<file path="src/rtl/core/gld_pkg.sv">
// ----------------------------------------------------------------------------
// gld_pkg: shared types and constants of the GIF LZW decoder
// Field widths, register map, item kinds, controller states and the
// interlace pass tables.
// ----------------------------------------------------------------------------
package gld_pkg;

    // Fixed field widths
    localparam int CODE_W    = 12;   // widest LZW code
    localparam int NFC_W     = 13;   // next free code, holds the full table size
    localparam int BUF_W     = 20;   // bit buffer
    localparam int CNT_W     = 5;    // bits held in the buffer
    localparam int CW_W      = 4;    // current code width
    localparam int PIX_W     = 8;
    localparam int COUNT_W   = 17;
    localparam int KIND_W    = 2;
    localparam int ADDR_W    = 16;
    localparam int S_TDATA_W = 24;
    localparam int M_TDATA_W = 32;
    localparam int PADDR_W   = 5;
    localparam int PDATA_W   = 32;

    // Parameter defaults
    localparam int TABLE_SIZE_DEF    = 4096;
    localparam int MAX_CODE_BITS_DEF = 12;
    localparam int MAX_DIM_DEF       = 256;
    localparam int IMAGE_PIXELS_DEF  = 65536;

    // Register indexes
    localparam logic [2:0] REG_START_BITS   = 3'd0;
    localparam logic [2:0] REG_PALETTE_BITS = 3'd1;
    localparam logic [2:0] REG_WIDTH        = 3'd2;
    localparam logic [2:0] REG_HEIGHT       = 3'd3;
    localparam logic [2:0] REG_INTERLACE    = 3'd4;

    // Register reset values
    localparam logic [3:0] START_BITS_RST   = 4'd8;
    localparam logic [3:0] PALETTE_BITS_RST = 4'd8;
    localparam logic [8:0] WIDTH_RST        = 9'd256;
    localparam logic [8:0] HEIGHT_RST       = 9'd256;
    localparam logic       INTERLACE_RST    = 1'b0;

    // Decoder state after reset, derived from the register reset values
    localparam logic [CW_W-1:0]  CW_RST  = CW_W'(START_BITS_RST) + CW_W'(1);
    localparam logic [NFC_W-1:0] NFC_RST = (NFC_W'(1) << START_BITS_RST) + NFC_W'(2);

    typedef struct packed {
        logic [3:0] start_code_bits;
        logic [3:0] palette_bits;
        logic [8:0] image_width;
        logic [8:0] image_height;
        logic       interlace_mode;
    } cfg_regs_t;

    typedef enum logic [1:0] {
        KIND_START = 2'd0,
        KIND_DATA  = 2'd1,
        KIND_READ  = 2'd2,
        KIND_NONE  = 2'd3
    } kind_t;

    typedef enum logic [1:0] {
        ST_DECODING = 2'd0,
        ST_END      = 2'd1,
        ST_ERROR    = 2'd2
    } status_t;

    typedef enum logic [3:0] {
        S_IDLE,
        S_READ,
        S_EXTRACT,
        S_WALK_CHK,
        S_WALK_DAT,
        S_POP_RD,
        S_POP_WR,
        S_FINISH,
        S_DONE
    } state_t;

    // First row of each interlace pass
    function automatic logic [3:0] pass_start(input logic [1:0] p);
        logic [3:0] r;
        unique case (p)
            2'd0: r = 4'd0;
            2'd1: r = 4'd4;
            2'd2: r = 4'd2;
            2'd3: r = 4'd1;
        endcase
        return r;
    endfunction

    // Row step of each interlace pass
    function automatic logic [3:0] pass_step(input logic [1:0] p);
        logic [3:0] r;
        unique case (p)
            2'd0: r = 4'd8;
            2'd1: r = 4'd8;
            2'd2: r = 4'd4;
            2'd3: r = 4'd2;
        endcase
        return r;
    endfunction

    // Minimum code size saturated to 2..8
    function automatic logic [3:0] eff_start(input logic [3:0] v);
        logic [3:0] r;
        if (v < 4'd2) begin
            r = 4'd2;
        end else if (v > 4'd8) begin
            r = 4'd8;
        end else begin
            r = v;
        end
        return r;
    endfunction

    // Pixel mask from palette bits saturated to 1..8
    function automatic logic [7:0] eff_mask(input logic [3:0] v);
        logic [3:0] b;
        if (v < 4'd1) begin
            b = 4'd1;
        end else if (v > 4'd8) begin
            b = 4'd8;
        end else begin
            b = v;
        end
        return 8'((9'(1) << b) - 9'd1);
    endfunction

endpackage

</file>
<file path="src/rtl/core/gld_apb_regs.sv">
// ----------------------------------------------------------------------------
// gld_apb_regs: configuration registers
// APB write and read access to the five decoder settings.
// ----------------------------------------------------------------------------
module gld_apb_regs (
    input  logic                         aclk,
    input  logic                         aresetn,
    input  logic                         psel,
    input  logic                         penable,
    input  logic                         pwrite,
    input  logic [gld_pkg::PADDR_W-1:0]  paddr,
    input  logic [gld_pkg::PDATA_W-1:0]  pwdata,
    output logic [gld_pkg::PDATA_W-1:0]  prdata,
    output logic                         pready,
    output gld_pkg::cfg_regs_t           cfg
);

    gld_pkg::cfg_regs_t cfg_reg;
    logic [2:0]         idx;
    logic               wr_en;

    assign idx    = paddr[4:2];
    assign wr_en  = psel && penable && pwrite;
    assign pready = 1'b1;
    assign cfg    = cfg_reg;

    // Register write on the access phase
    always_ff @(posedge aclk) begin
        if (!aresetn) begin
            cfg_reg.start_code_bits <= gld_pkg::START_BITS_RST;
            cfg_reg.palette_bits    <= gld_pkg::PALETTE_BITS_RST;
            cfg_reg.image_width     <= gld_pkg::WIDTH_RST;
            cfg_reg.image_height    <= gld_pkg::HEIGHT_RST;
            cfg_reg.interlace_mode  <= gld_pkg::INTERLACE_RST;
        end else if (wr_en) begin
            unique case (idx)
                gld_pkg::REG_START_BITS:   cfg_reg.start_code_bits <= pwdata[3:0];
                gld_pkg::REG_PALETTE_BITS: cfg_reg.palette_bits    <= pwdata[3:0];
                gld_pkg::REG_WIDTH:        cfg_reg.image_width     <= pwdata[8:0];
                gld_pkg::REG_HEIGHT:       cfg_reg.image_height    <= pwdata[8:0];
                gld_pkg::REG_INTERLACE:    cfg_reg.interlace_mode  <= pwdata[0];
                default: ;
            endcase
        end
    end

    // Read back
    always_comb begin
        unique case (idx)
            gld_pkg::REG_START_BITS:   prdata = 32'(cfg_reg.start_code_bits);
            gld_pkg::REG_PALETTE_BITS: prdata = 32'(cfg_reg.palette_bits);
            gld_pkg::REG_WIDTH:        prdata = 32'(cfg_reg.image_width);
            gld_pkg::REG_HEIGHT:       prdata = 32'(cfg_reg.image_height);
            gld_pkg::REG_INTERLACE:    prdata = 32'(cfg_reg.interlace_mode);
            default:                   prdata = '0;
        endcase
    end

endmodule

</file>
<file path="config.mk">
export PLATFORM = sky130hd
export DESIGN_NAME = gld_apb_regs
export DESIGN_NICKNAME = d
export VERILOG_FILES = /design/src/rtl/core/gld_pkg.sv /design/src/rtl/core/gld_apb_regs.sv
export SDC_FILE = /design/constraint.sdc
export NUM_CORES = 1
export LEC_CHECK = 0
export ABC_AREA = 1
export BUFFER_PORTS_ARGS = -buffer_cell sky130_fd_sc_hd__buf_2
export CORE_ASPECT_RATIO = 0.6
export CORE_MARGIN = 4
export CORE_UTILIZATION = 42
export DETAILED_ROUTE_END_ITERATION = 16
export GPL_ROUTABILITY_DRIVEN = 0
export HOLD_SLACK_MARGIN = 0.15
export PLACE_DENSITY_LB_ADDON = 0.05
export SYNTH_ARGS = -nofsm -noshare
export SYNTH_HDL_FRONTEND = slang
export SYNTH_SLANG_ARGS = --single-unit
export TNS_END_PERCENT = 10
</file>
<file path="constraint.sdc">
create_clock -name aclk -period 1.4 [get_ports aclk]
set_clock_uncertainty 0.05 [all_clocks]
set_input_delay 0.28 -clock aclk [delete_from_list [all_inputs] [get_ports aclk]]
set_output_delay 0.28 -clock aclk [all_outputs]
set_load 0.1 [all_outputs]
</file>
# Yosys cells after proc, flatten, opt, wreduce, memory -nomap -nowiden
# Cells that the tools add are included.
# totals
ff_bits	27
input_bits	42
word_cells	18
# classes
eq_ne	4
muxes	1
reduce_logical	8
# ops
operator	count
one-hot mux 9 bit (5 select lines)	1
AND reduction 2 bit	5
== test 3 x 2 -> 1 bit (second input constant)	2
== test 3 x 1 -> 1 bit (second input constant)	1
== test 3 bit (second input constant)	1
zero test 3 bit	1
logical AND 1 bit	2

# Logic depth before layout (Yosys ltp)
# depth
depth_word	3
mapped_depth	7
ltp_nobuf	7

# Worst setup path before layout
# OpenSTA, ideal clock, no wires.
# synth_path
path_kind	reg2out
start	register cfg_reg, in the netlist cfg[3]
end	output port prdata[2] in the netlist's numbering
arrival_ps	1892
required_ps	1070
setup_slack_ps	-822
stages_incl_launch_ff	5
cell_sequence	dfxtp_1 > inv_1 > nor2_1 > nor2_1 > nand3_1
# synth_via
elab_chain_cells	1
# synth_lines
element	line	source
start, declared	gld_apb_regs.sv:18	gld_pkg::cfg_regs_t cfg_reg;
one-hot mux 9 bit (5 select lines)	gld_apb_regs.sv:49	unique case (idx)
end, declared	gld_apb_regs.sv:13	output logic [gld_pkg::PDATA_W-1:0] prdata,
# Every way passes these cells.

# Final worst setup path
# layout_path
start	input port paddr[4] in the netlist's numbering
end	output port prdata[7] in the netlist's numbering
# layout_via
elab_chain_cells	2
word_cells_on_any_way	6
# layout_lines
element	line	source
start, declared	gld_apb_regs.sv:11	input logic [gld_pkg::PADDR_W-1:0] paddr,
== test 3 bit (tied with other cells)	gld_apb_regs.sv:49	
one-hot mux 9 bit (5 select lines) *	gld_apb_regs.sv:49	
# Every way passes the cells marked *; elsewhere a longest branch is shown, timed or not.

==> reports/metrics.csv <==
metric;value;unit
status;finished with violations;
failing checks;setup timing;
Placeable Area;0.00340;mm2
antenna violations before repair;0;
initial core utilization;45.5;%
min-delay src;pwdata[8];
Post-Place Worst Slack;-0.179;ns
cts hold-fix bufs;0;
post-route ant nets;0;
worst reg2reg startpoint;cfg[10]$_SDFFE_PN0P_;
min Tclk post-route;1.50;ns
Synthesis Warnings;0;
CTS buffer count;3;
post-synthesis cell count;243;
Worst Setup Start Kind;input port;
main area contributors after synthesis;dfxtp_1 (35%), nand2_1 (16%), nor2_1 (15%), buf_4 (13%), nand3_1 (7.8%);
max reg flops;27;
GRT overflow;0;
CTS tree;done;
drt wl/cell;12.2;um
WP data arrival;1.17;ns
fin cells;360;
Crit Path Max Fanout;7;
Placed Area;0.00255;mm2
Die Wd;86.4;um
vias per cell;4.60;
sequential share of the synthesized area;34.9;%
DRC;0;
DIE HEIGHT;55.0;um
reg2reg path depth;3;
HP Class;input port to register;
Synth cell types;19;
Worst R2R End;cfg[10]$_SDFFE_PN0P_;
Setup crit end kind;primary output;
Slew Viols, Final;0;
worst hold path depth;3;
final setup violation count;9;
vias in the first global route;1480;
Register Area;632;um2
P per Cell Area;680;mW/mm2
Clock Latency Late Sink;0.28;ns
vias after detailed routing;1656;
slack of the critical path;-0.0989;ns
layout cell share with drive strength beyond 1;48.3;%
std cell rows;16;
H-tree levels;1;
VDD IR max;0.544;mV
Pre-antenna DRT Iters;4;
Mean Syn Cell Area;6.37;um2
Ant. Diodes;0;
Final Util;82.8;%
Clock Root Buffer;clkbuf_8;
total power;0.00191;W
fill cell count;225;
Clk pin slew, worst setup/hold paths;0.09;ns
DP HPWL;3.18;mm
Synth top area share;34.9;%
post-route clock period utilization;107;%
drt total wl;4.40;mm
critical path class;input port to primary output;
Leak;1.31;nW
CTS Buffer Depth;2;
largest area contributor in the netlist;dfxtp_1;
nets;358;
area delta synth->final;82.0;%
initial DRC count;84;
first-pass GRT wire length;6.92;mm
multi-input logic area;947;um2
CP required;1.07;ns
Ports;102;
CTS sink count;27;
FMAX;667;MHz
area of the die;0.00475;mm2
synthesized area;0.00155;mm2
largest net degree at the start of global routing;28;
RSZ-0062 raised after global routing;true;
placed cells;348;
Tot GR Track Use;19.1;%
Port Buffers;52;
reg2reg setup slack;0.62;ns
maxcap violations;0;
design area;0.00282;mm2
final hold viol count;0;
Hold EP;cfg[9]$_SDFFE_PN1P_;
Yosys reg bits;27;
## synthesized netlist by cell type
master   number
buf_1         2
nand3_4       1
buf_4        26
nor2_2        1
conb_1        2
o21ai_0       4
a21oi_1       2
nor2_8        1
inv_2         1
inv_1        20
dfxtp_1      27
buf_2         1
nand3_2       1
nor2_4        1
buf_8         1
nand4_1       1
nand3_1      24
nand2_1      67
nor2_1       60
## placed cells by master, fill, tap and decap left out, drive strengths merged
master    count
a21oi         2
buf          76
clkbuf        3
clkinvlp      1
conb         24
dfxtp        27
inv          21
nand2        67
nand3        26
nand4         1
nor2         63
o21ai         4
## cell type report
cell class,instances,area share [%]
clock inverter,1,0.267
sequential,27,22.4
clock buffer,3,1.47
inverter,21,3.33
tap,45,2.00
multi-input combinational,187,33.6
timing repair buffer,76,36.9
## per-stage QoR
stage	setup TNS, ns	hold WS (ns)
final	-0.677	0.190
after global routing	-1.07	0.184
after CTS	-0.714	0.175
after detailed placement	-1.37	0.423
after global placement	-1.23	0.417
after floorplan	-0.0984	0.355
## power by group
group	switching, W	total [W]	leakage (nW)	internal (W)
sequential	0.0000130	0.000752	0.235	0.000739
clock	0.000271	0.000474	0.0217	0.000203
combinational	0.000527	0.000688	1.05	0.000160
## critical path: stages
cell,delay [ns]
buf_8,0.11
inv_8,0.07
buf_6,0.09
nand3_4,0.10
inv_4,0.09
buf_6,0.13
nand2_4,0.06
nand2_4,0.06
buf_12,0.17
## layer usage
| metal | GRT usage, % | routed length, um | vias to the layer above |
|---|---|---|---|
| li1 | - | - | 845 |
| met1 | 25.0 | 2000 | 739 |
| met2 | 31.6 | 1950 | 66 |
| met3 | 5.77 | 414 | 6 |
| met4 | 3.63 | 39 | 0 |
| met5 | 0 | 0 | - |
## kinds of logic (layout without fill, tap and decap cells)
logic type / after synthesis / count (layout) / share of synthesized area (%)
buf+inv: 51 / 101 / 19.5
simple gates: 157 / 157 / 43.2
flops: 27 / 27 / 34.9
other cells: 2 / 24 / 0.485
compound gates: 6 / 6 / 1.94
## repair_timing
action                                  CTS  global route
resized for setup                        44             9
cloned                                    1             0
pin swaps                                 9             3
endpoints found under the setup margin    9             9
setup buffers                             7             0
## worst max path at each step
stage                     slack, ns  cells past startpoint                start        end
after global placement        -0.19                     10             paddr[2]  prdata[1]
final                          -0.1                      9             paddr[4]  prdata[7]
after CTS                      -0.1                      9             paddr[4]  prdata[5]
after detailed placement      -0.18                     10             paddr[2]  prdata[1]
after global routing          -0.13                      9             paddr[4]  prdata[7]
after floorplan               -0.02                      2  cfg[6]$_SDFFE_PN0P_  prdata[5]
No activity file was read; power rests on OpenSTA's default activity.
